## src/hw/rtl/a32lsd_pkg.sv

```systemverilog
// Shared types, codes and constants for the A32 load/store decode and address unit.
package a32lsd_pkg;

  localparam int unsigned ListW = 16;
  localparam int unsigned CntW  = 5;

  typedef enum logic [2:0] {
    KIND_UNSUP  = 3'd0,
    KIND_PREF   = 3'd1,
    KIND_SINGLE = 3'd2,
    KIND_BLOCK  = 3'd3,
    KIND_LDEX   = 3'd4,
    KIND_STEX   = 3'd5,
    KIND_SWAP   = 3'd6
  } kind_t;

  localparam logic [1:0] WID_BYTE = 2'd0;
  localparam logic [1:0] WID_HALF = 2'd1;
  localparam logic [1:0] WID_WORD = 2'd2;
  localparam logic [1:0] WID_DBL  = 2'd3;

  localparam logic [1:0] SH_LSL = 2'd0;
  localparam logic [1:0] SH_LSR = 2'd1;
  localparam logic [1:0] SH_ASR = 2'd2;
  localparam logic [1:0] SH_ROR = 2'd3;

  typedef struct packed {
    kind_t       kind;
    logic        is_load;
    logic [1:0]  width;
    logic        sx;
    logic [3:0]  dreg;
    logic [3:0]  areg;
    logic        up;
    logic        pre;
    logic        wbe;
    logic        rej;
    logic [ListW-1:0] list;
  } dec_t;

  function automatic logic [31:0] shift_imm(input logic [31:0] v, input logic [1:0] ty,
                                            input logic [4:0] amt, input logic c);
    logic [31:0] r;
    r = v;
    unique case (ty)
      SH_LSL: r = v << amt;
      SH_LSR: r = (amt == 5'd0) ? 32'd0 : (v >> amt);
      SH_ASR: r = (amt == 5'd0) ? {32{v[31]}} : 32'($signed(v) >>> amt);
      SH_ROR: r = (amt == 5'd0) ? {c, v[31:1]} : ((v >> amt) | (v << (6'd32 - {1'b0, amt})));
      default: r = v;
    endcase
    return r;
  endfunction

endpackage

```

## src/hw/rtl/a32_load_store_decode_agu.sv

```systemverilog
// Top level: three-stage decode and address pipeline with block-transfer sequencer.
//  channel | ports                                   | handshake
//  in      | instr pc base_reg_value index_reg_value carry_in | in_valid/in_ready
//  out     | kind .. last (11 fields)                 | out_valid/out_ready
// Stage 1 decodes and forms the offset, stage 2 adds base and offset, stage 3
// walks the register list, one word per cycle unless out_ready holds it; the
// output register follows. Single, swap, exclusive, prefetch and rejected
// words give one result word each; LDM/STM give one word per listed
// register. The first result word passes stages 1 to 3 and the output register.
// Reset clears valid bits only. Low out_ready holds full stages; empty ones still fill.
module a32_load_store_decode_agu
  import a32lsd_pkg::*;
(
  input  logic        clk,
  input  logic        rst_n,
  input  logic        in_valid,
  output logic        in_ready,
  input  logic [31:0] in_instr,
  input  logic [31:0] in_pc,
  input  logic [31:0] in_base_reg_value,
  input  logic [31:0] in_index_reg_value,
  input  logic        in_carry_in,
  output logic        out_valid,
  input  logic        out_ready,
  output logic [2:0]  out_kind,
  output logic        out_is_load,
  output logic [1:0]  out_access_width,
  output logic        out_sign_extend,
  output logic [3:0]  out_data_reg,
  output logic [3:0]  out_aux_reg,
  output logic [31:0] out_access_address,
  output logic        out_writeback_enable,
  output logic [31:0] out_writeback_value,
  output logic [31:0] out_reg15_read_value,
  output logic        out_last
);

  dec_t        dec;
  a32lsd_decode u_dec (.instr(in_instr), .dec(dec));

  // stage 1
  logic        v1_r;
  dec_t        d1_r;
  logic [31:0] base1_r, off1_r, p8_1_r;
  logic [CntW-1:0] cnt1_r;
  // stage 2
  logic        v2_r;
  dec_t        d2_r;
  logic [31:0] base2_r, adj2_r, p8_2_r, a0_2_r, fin2_r;
  // stage 3 / sequencer
  logic        v3_r;
  dec_t        d3_r;
  logic [31:0] addr3_r, adj3_r, base3_r, p8_3_r, fin3_r;
  logic [ListW-1:0] rem3_r;
  // output
  logic        vo_r;

  logic s3_take, s3_done, adv3, adv2, adv1, o_ld;
  logic [31:0] p8, base, idx, off, bytes1;
  logic [CntW-1:0] cnt;
  logic [3:0] rn, rm, low;
  logic [ListW-1:0] rem_nxt;

  always_comb begin
    p8 = in_pc + 32'd8;
    rn = in_instr[19:16];
    rm = in_instr[3:0];
    base = (rn == 4'hF) ? p8 : in_base_reg_value;
    idx = (rm == 4'hF) ? p8 : in_index_reg_value;
    if (in_instr[27:25] == 3'b010) off = {20'd0, in_instr[11:0]};
    else if (in_instr[27:25] == 3'b011)
      off = shift_imm(idx, in_instr[6:5], in_instr[11:7], in_carry_in);
    else if (in_instr[22]) off = {24'd0, in_instr[11:8], in_instr[3:0]};
    else off = idx;
    cnt = '0;
    for (int k = 0; k < ListW; k++) cnt = cnt + CntW'(in_instr[k]);
  end

  assign o_ld = !vo_r || out_ready;
  assign s3_done = v3_r && (d3_r.kind != KIND_BLOCK || d3_r.rej ||
                            (rem3_r & (rem3_r - 16'd1)) == '0);
  assign adv3 = !v3_r || (s3_done && o_ld);
  assign adv2 = !v2_r || adv3;
  assign adv1 = !v1_r || adv2;
  assign in_ready = adv1;
  assign s3_take = v3_r && o_ld;

  always_comb begin
    low = '0;
    for (int k = ListW - 1; k >= 0; k--) if (rem3_r[k]) low = 4'(k);
    rem_nxt = rem3_r;
    rem_nxt[low] = 1'b0;
  end

  assign bytes1 = {25'd0, cnt1_r, 2'b00};

  always_ff @(posedge clk) begin
    if (!rst_n) begin
      v1_r <= 1'b0;
      v2_r <= 1'b0;
      v3_r <= 1'b0;
      vo_r <= 1'b0;
    end else begin
      if (adv1) v1_r <= in_valid;
      if (adv2) v2_r <= v1_r;
      if (adv3) v3_r <= v2_r;
      if (o_ld) vo_r <= v3_r;
    end
    if (adv1) begin
      d1_r <= dec;
      base1_r <= base;
      off1_r <= off;
      p8_1_r <= p8;
      cnt1_r <= cnt;
    end
    if (adv2) begin
      d2_r <= d1_r;
      base2_r <= base1_r;
      p8_2_r <= p8_1_r;
      adj2_r <= d1_r.up ? base1_r + off1_r : base1_r - off1_r;
      a0_2_r <= d1_r.up ? base1_r + (d1_r.pre ? 32'd4 : 32'd0)
                        : base1_r - bytes1 + (d1_r.pre ? 32'd0 : 32'd4);
      fin2_r <= d1_r.up ? base1_r + bytes1 : base1_r - bytes1;
    end
    if (adv3) begin
      d3_r <= d2_r;
      base3_r <= base2_r;
      p8_3_r <= p8_2_r;
      rem3_r <= d2_r.list;
      adj3_r <= d2_r.kind == KIND_BLOCK ? a0_2_r : adj2_r;
      addr3_r <= a0_2_r;
      fin3_r <= fin2_r;
    end else if (s3_take) begin
      rem3_r <= rem_nxt;
      addr3_r <= addr3_r + 32'd4;
    end
    if (o_ld && v3_r) begin
      out_kind <= d3_r.rej ? KIND_UNSUP : d3_r.kind;
      out_last <= s3_done;
      out_is_load <= 1'b0;
      out_access_width <= '0;
      out_sign_extend <= 1'b0;
      out_data_reg <= '0;
      out_aux_reg <= '0;
      out_access_address <= '0;
      out_writeback_enable <= 1'b0;
      out_writeback_value <= '0;
      out_reg15_read_value <= '0;
      if (!d3_r.rej) begin
        out_reg15_read_value <= p8_3_r;
        if (d3_r.kind != KIND_PREF) begin
          out_is_load <= d3_r.is_load;
          out_access_width <= d3_r.width;
          out_sign_extend <= d3_r.sx;
          out_data_reg <= d3_r.dreg;
          out_aux_reg <= d3_r.areg;
          out_access_address <= base3_r;
        end
        if (d3_r.kind == KIND_SINGLE) begin
          out_access_address <= d3_r.pre ? adj3_r : base3_r;
          out_writeback_enable <= d3_r.wbe;
          out_writeback_value <= adj3_r;
        end
        if (d3_r.kind == KIND_BLOCK) begin
          out_data_reg <= low;
          out_access_address <= addr3_r;
          out_writeback_enable <= d3_r.wbe;
          out_writeback_value <= d3_r.wbe ? fin3_r : 32'd0;
          if (!d3_r.is_load) out_reg15_read_value <= p8_3_r + 32'd4;
        end
      end
    end
  end

  assign out_valid = vo_r;

endmodule

```

## src/hw/rtl/a32lsd_decode.sv

```systemverilog
// Instruction classification and encoding rejection.
module a32lsd_decode
  import a32lsd_pkg::*;
(
  input  logic [31:0] instr,
  output dec_t        dec
);

  logic [3:0] rn, rd, rm, rt;
  logic       cond_f, pre, up, wb, lb, regoff, hw_imm;
  logic [7:0] op8;
  logic [1:0] mop;

  always_comb begin
    rn = instr[19:16];
    rd = instr[15:12];
    rm = instr[3:0];
    cond_f = instr[31:28] == 4'hF;
    pre = instr[24];
    up = instr[23];
    wb = instr[21];
    lb = instr[20];
    op8 = instr[27:20];
    mop = instr[6:5];
    regoff = instr[25];
    hw_imm = instr[22];
    rt = rd;
    dec = '0;
    dec.kind = KIND_UNSUP;
    dec.up = up;
    dec.pre = pre;
    dec.list = instr[15:0];
    if (((instr & 32'hFF30F000) == 32'hF510F000) || ((instr & 32'hFF30F010) == 32'hF710F000) ||
        ((instr & 32'hFF70F000) == 32'hF450F000) || ((instr & 32'hFF70F010) == 32'hF650F000)) begin
      dec.kind = KIND_PREF;
    end else if (!cond_f && op8[7:3] == 5'b00011 && instr[11:4] == 8'hF9) begin
      rt = lb ? rd : rm;
      dec.kind = lb ? KIND_LDEX : KIND_STEX;
      dec.is_load = lb;
      unique case (op8[2:1])
        2'd0: dec.width = WID_WORD;
        2'd1: dec.width = WID_DBL;
        2'd2: dec.width = WID_BYTE;
        default: dec.width = WID_HALF;
      endcase
      if (lb && rm != 4'hF) dec.rej = 1'b1;
      if (rn == 4'hF || rd == 4'hF || rt == 4'hF) dec.rej = 1'b1;
      if (dec.width == WID_DBL) begin
        rt[0] = 1'b0;
        if (rt >= 4'd14) dec.rej = 1'b1;
      end
      dec.dreg = rt;
      dec.areg = rd;
    end else if (!cond_f && (instr & 32'h0FB000F0) == 32'h01000090) begin
      dec.kind = KIND_SWAP;
      dec.is_load = 1'b1;
      dec.width = instr[22] ? WID_BYTE : WID_WORD;
      dec.dreg = rm;
      dec.areg = rd;
      if (rn == 4'hF || rd == 4'hF || rm == 4'hF) dec.rej = 1'b1;
    end else if ((instr & 32'h0E000000) == 32'h08000000) begin
      dec.kind = KIND_BLOCK;
      dec.is_load = lb;
      dec.width = WID_WORD;
      dec.areg = rn;
      dec.wbe = wb;
      if (cond_f || instr[15:0] == 16'd0 || instr[22] || rn == 4'hF ||
          (wb && instr[rn])) dec.rej = 1'b1;
    end else if (!cond_f && (instr & 32'h0C000000) == 32'h04000000) begin
      dec.kind = KIND_SINGLE;
      dec.width = instr[22] ? WID_BYTE : WID_WORD;
      dec.is_load = lb;
      dec.dreg = rt;
      dec.areg = rn;
      dec.wbe = !pre || wb;
      if (regoff && instr[4]) dec.rej = 1'b1;
      if (lb && rt == 4'hF && dec.width != WID_WORD) dec.rej = 1'b1;
    end else if (!cond_f && (instr & 32'h0E000090) == 32'h00000090) begin
      dec.kind = KIND_SINGLE;
      dec.dreg = rt;
      dec.areg = rn;
      dec.wbe = !pre || wb;
      unique case (mop)
        2'd1: begin dec.width = WID_HALF; dec.is_load = lb; end
        2'd2: begin dec.width = lb ? WID_BYTE : WID_DBL; dec.is_load = 1'b1; dec.sx = lb; end
        2'd3: begin dec.width = lb ? WID_HALF : WID_DBL; dec.is_load = lb; dec.sx = lb; end
        default: dec.rej = 1'b1;
      endcase
      if (!hw_imm && !pre && wb && !lb && mop == 2'd1 && instr[11:8] != 4'd0) dec.rej = 1'b1;
      if (dec.width == WID_DBL && rt >= 4'd14) dec.rej = 1'b1;
      if (dec.is_load && rt == 4'hF) dec.rej = 1'b1;
      if (dec.width == WID_DBL && !pre && wb) dec.rej = 1'b1;
    end
    if (dec.kind == KIND_UNSUP) dec.rej = 1'b1;
  end

endmodule

```

## config.mk

```make
export PLATFORM = sky130hd
export DESIGN_NAME = a32_load_store_decode_agu
export DESIGN_NICKNAME = d
export VERILOG_FILES = /design/src/hw/rtl/a32lsd_pkg.sv /design/src/hw/rtl/a32_load_store_decode_agu.sv /design/src/hw/rtl/a32lsd_decode.sv
export SDC_FILE = /design/constraint.sdc
export NUM_CORES = 2
export LEC_CHECK = 0
export BUFFER_PORTS_ARGS = -buffer_cell sky130_fd_sc_hd__buf_4
export CAP_MARGIN = 5
export CORE_UTILIZATION = 36
export DETAILED_ROUTE_END_ITERATION = 8
export GPL_TIMING_DRIVEN = 0
export MAX_ROUTING_LAYER = met4
export PLACE_DENSITY = 0.62
export SLEW_MARGIN = 20
export SYNTH_ARGS = -nofsm -noshare
export SYNTH_HDL_FRONTEND = slang
export SYNTH_SLANG_ARGS = --single-unit
export TNS_END_PERCENT = 5
```

## constraint.sdc

```tcl
create_clock -name clk -period 10.5 [get_ports clk]
set_input_delay 1.05 -clock clk [delete_from_list [all_inputs] [get_ports clk]]
set_output_delay 1.05 -clock clk [all_outputs]
set_load 0.01 [all_outputs]
```

==> results.md <==
Power and ir drop:
- The power density over the cells is between 150 and 200 nW/um2.
- The analysis attributes to cell leakage a power of between 15 and 20 nW.
- The worst supply voltage drop on vdd is 0.131 mV.

Finish:
- In the final layout, flip-flops and latches occupy between 15000 and 20000 um2.
- The register containing the most flip-flops in the final layout is d1_r.
- The final layout contains a little over 4000 nets.
- The synthesis-to-finish area growth is 16.3%.
- The number of flip-flops under the largest register name is 35.
- The share of cells above drive strength 1 is 0.144.
- The multi-input logic area is between 15000 and 20000 um2.
- The filler cell count in the final layout is 10000.
- The largest registers in the layout are d1_r x35, d2_r x34.

Global route:
- The first-pass GRT wire length is 241000 um.
- The number of antenna violations at the first check in global routing is 18.
- The number of global-route vias before repair is a little over 30000.
- The all-layer global routing usage is 0.333.
- Entering global routing, the biggest net connects 57 pins.
- For this run the aggregate overflow at the end of global routing stands at 0.

STA:
- The setup-violating endpoint count in the final report is 0.
- The highest clock rate is around 0.13 GHz.
- The final count of pins violating max slew came to 0.
- The final critical path time including I/O delays and setup is approximately 7.4 ns.
- Clock skew on the completed layout was measured at 0.0187 ns.
- Setup repair after global routing left no endpoint under its margin.
- The worst relative slew slack is 0.143.
- The post-route clock period utilization is 0.709.
- The minimum setup slack in the final design is 3.05 ns.
- The number of failing hold endpoints at the final stage is 0.
- Hold timing on the final database bottoms out at a slack of between 0.4 and 0.5 ns.
- For the pin with the worst max-slew slack, the measured transition is approximately 1.3 ns.

Routing:
- The detailed-route via count is about 32000.
- The first detailed-routing pass ran for 6 iterations.
- The DRC violation count after routing is 0.
- The final antenna-violating net count is 0.
- The number of vias per cell is around 6.
- The detailed router finished its first iteration with 3578 violations.
- The overall routed net length is 175000 um.
- The per-cell routed wire length is approximately 33 um.

Floorplanning:
- The die footprint is roughly 110000 um2.
- The die is between 300 and 400 um tall.
- After floorplanning, the core was sized to cover approximately 100000 um2.
- The initial utilization of the core area, before any placement, comes to 0.363.
- The number of placement rows is 118.
- The number of top-level pins is between 200 and 250.
- The chip width is approximately 320 um.

Setup path:
- Among the stages of the critical path, the cell type that occurs most often is clkbuf_1.
- Data arrives at the worst endpoint at 7.76 ns.
- The kind of critical path is in2reg.
- The critical path capture point type is a flop.
- The critical path contains buffers and inverters numbering 9 combined.
- The maximum fanout encountered on the critical timing path is 11.
- The required time of the worst setup path is between 10 and 15 ns.
- The worst setup path is launched from an input port.
- On the critical path, the stage with the largest delay is an instance of clkbuf_1.
- The depth of the critical timing path with buffers and inverters included is 15.
- The kind of cell with the highest combined delay on the critical path is buffers and inverters.
- The logic depth of the worst register-to-register path is 17.
- Traced cell by cell, the critical path runs through buf_4 -> clkbuf_1 -> inv_2 -> buf_1 -> clkbuf_1 -> clkbuf_2 -> ha_1 -> and2_1 -> ha_1 -> clkbuf_1 -> clkbuf_1 -> clkbuf_1 -> a221oi_1 -> o21a_1 -> o31ai_1.
- The delay of the slowest cell on the worst path is approximately 0.87 ns.

Job:
- The tool flagged a number of max-cap violations equal to 0.

Synth:
- For this run, the number of Yosys warnings is 0.
- The adder and majority cell fraction of the synthesized area is 0.0268.
- When the netlist entered floorplanning its net count stood at around 3800.
- The main combinational cell family by area after synthesis is compound AO/OA/AOI/OAI gates.
- The share of synthesized registers carrying an async set or reset is 0.
- For this run, the leading register cell type out of synthesis is edfxtp_1.
- In this run, synthesis inferred between 600 and 700 flip-flops with an integrated enable.
- Of the total synthesized cell area, the portion taken by XOR and XNOR cells is 0.0500.
- Yosys mapped the design onto 89 distinct sky130hd cell types.
- The register area share after synthesis is 0.507.
- The cell area after synthesis is roughly 37000 um2.
- The number of standard cells after synthesis is 3608.
- The multiplexer fraction of the synthesized cell area is 0.0791.
- The simple-gate area share of the yosys netlist is 0.150.
- The number of synthesized register bits is around 640.
- The synthesized area divided by synthesized cell count is slightly above 10 um2.
- The compound-cell area share of the yosys netlist was 0.155.

Clock network:
- The clock tree from TritonCTS is done.
- Post-CTS timing repair inserted 0 buffers for setup.
- The master cell of the clock root buffer is clkbuf_16.
- The clock insertion delay at the later pin of the skew report is approximately 0.64 ns.
- The number of clock sinks is about 640.
- The number of buffers added by the clock tree synthesis step is 58.
- Clock-pin slew was measured on the worst setup and hold paths at around 0.070 ns.
- The hold buffer count at cts is 0.
- The buffer levels on the longest clock path is 3.
- Gates resized during post-CTS repair numbered 0.
- The CTS H-tree depth is 2.

Hold path:
- The number of cells traversed by the worst hold path is 0.
- The worst hold path class is reg2reg.

Status:
- The flow ran to the end, and the final reports show no timing, DRC or antenna violations.

Placed design:
- The worst slack at placement is approximately 2.7 ns.
- The half-perimeter wire length after placement is 137000 um.
- The congestion estimate from routability-driven global placement came to approximately 1.1.
- During placement, the flow inserted port buffers numbering 244.
==> Yosys cell counts (38+ instances only) <==
cell / number / area share
a21oi_1: 241 / 0.032
nand3_1: 93 / 0.012
o21ai_0: 254 / 0.034
a22oi_1: 42 / 0.0084
nand2_1: 333 / 0.033
nor2_1: 390 / 0.039
clkbuf_1: 193 / 0.019
ha_1: 58 / 0.019
nor3_1: 84 / 0.011
mux2i_1: 124 / 0.033
xnor2_1: 108 / 0.025
edfxtp_1: 631 / 0.51
inv_1: 74 / 0.0074
o22ai_1: 38 / 0.0063
a31oi_1: 53 / 0.0088
mux2_2: 101 / 0.030
xor2_1: 106 / 0.025
nand4_1: 42 / 0.0070
==> worst paths after layout <==
| kind | start | endpoint | slack, ns |
|---|---|---|---|
| min reg2reg | d2_r[26]$_DFFE_PP_ | d3_r[26]$_DFFE_PP_ | 0.41 |
| min | d2_r[26]$_DFFE_PP_ | d3_r[26]$_DFFE_PP_ | 0.41 |
| max | in_instr[8] | off1_r[27]$_SDFFCE_PP0P_ | 3.05 |
| max reg2reg | d1_r[19]$_DFFE_PP_ | adj2_r[28]$_DFFE_PP_ | 4.51 |
==> per-layer routing <==
layer,share of wire,global-route usage,vias up
li1,-,-,14200
met1,0.39,0.405,16000
met2,0.45,0.511,1745
met3,0.074,0.0473,457
met4,0.086,0.234,0
met5,0,-,-
==> cell type report <==
class / instances / area share
sequential: 635 / 0.436
clock buffer: 65 / 0.0344
antenna: 9 / 0.000517
inverter: 80 / 0.00689
timing repair buffer: 262 / 0.0501
tap: 1380 / 0.0396
clock inverter: 44 / 0.0119
multi-input combinational: 2661 / 0.400
buffer: 232 / 0.0205
==> per-stage QoR <==
step	setup TNS [ns]	std cells	power, mW	area, um2	utilization
finish	0	5368	7.28	43600	0.422
global route	0	5364	7.52	43600	0.422
CTS	0	5359	7.27	43600	0.422
detailed placement	0	5250	5.04	41600	0.402
global placement	-0.131	5232	5.02	41100	0.397
floorplan	0	3608	4.30	37500	-
==> report_power, final <==
group | leakage, nW | switching (mW) | internal [mW] | total (mW)
sequential | 6.55 | 0.216 | 3.16 | 3.38
clock | 0.983 | 0.975 | 1.26 | 2.24
combinational | 8.28 | 1.08 | 0.586 | 1.67
==> cells in the final DEF (no fill, tap or decap), drive strengths merged, types with 32 or more instances in the layout <==
cell type and n:
xor2 106, a31oi 53, clkbuf 259, ha 58
and3 34, mux2i 124, and2 32, or3 37
a21oi 241, edfxtp 631, mux2 101, nand3 93
nand4 43, nand2 333, o21ai 257, a221oi 38
xnor2 108, nor2 390, buf 300, a22oi 42
nor3 84, o22ai 38, inv 83
==> logic make-up after synthesis <==
kind of cell	count (synthesis)
buf+inv	312
mux	251
flops	635
fa+ha+maj	73
simple gates	1202
compound gates	921
xor+xnor	214
Note: power is estimated with default switching activity, not from simulation.
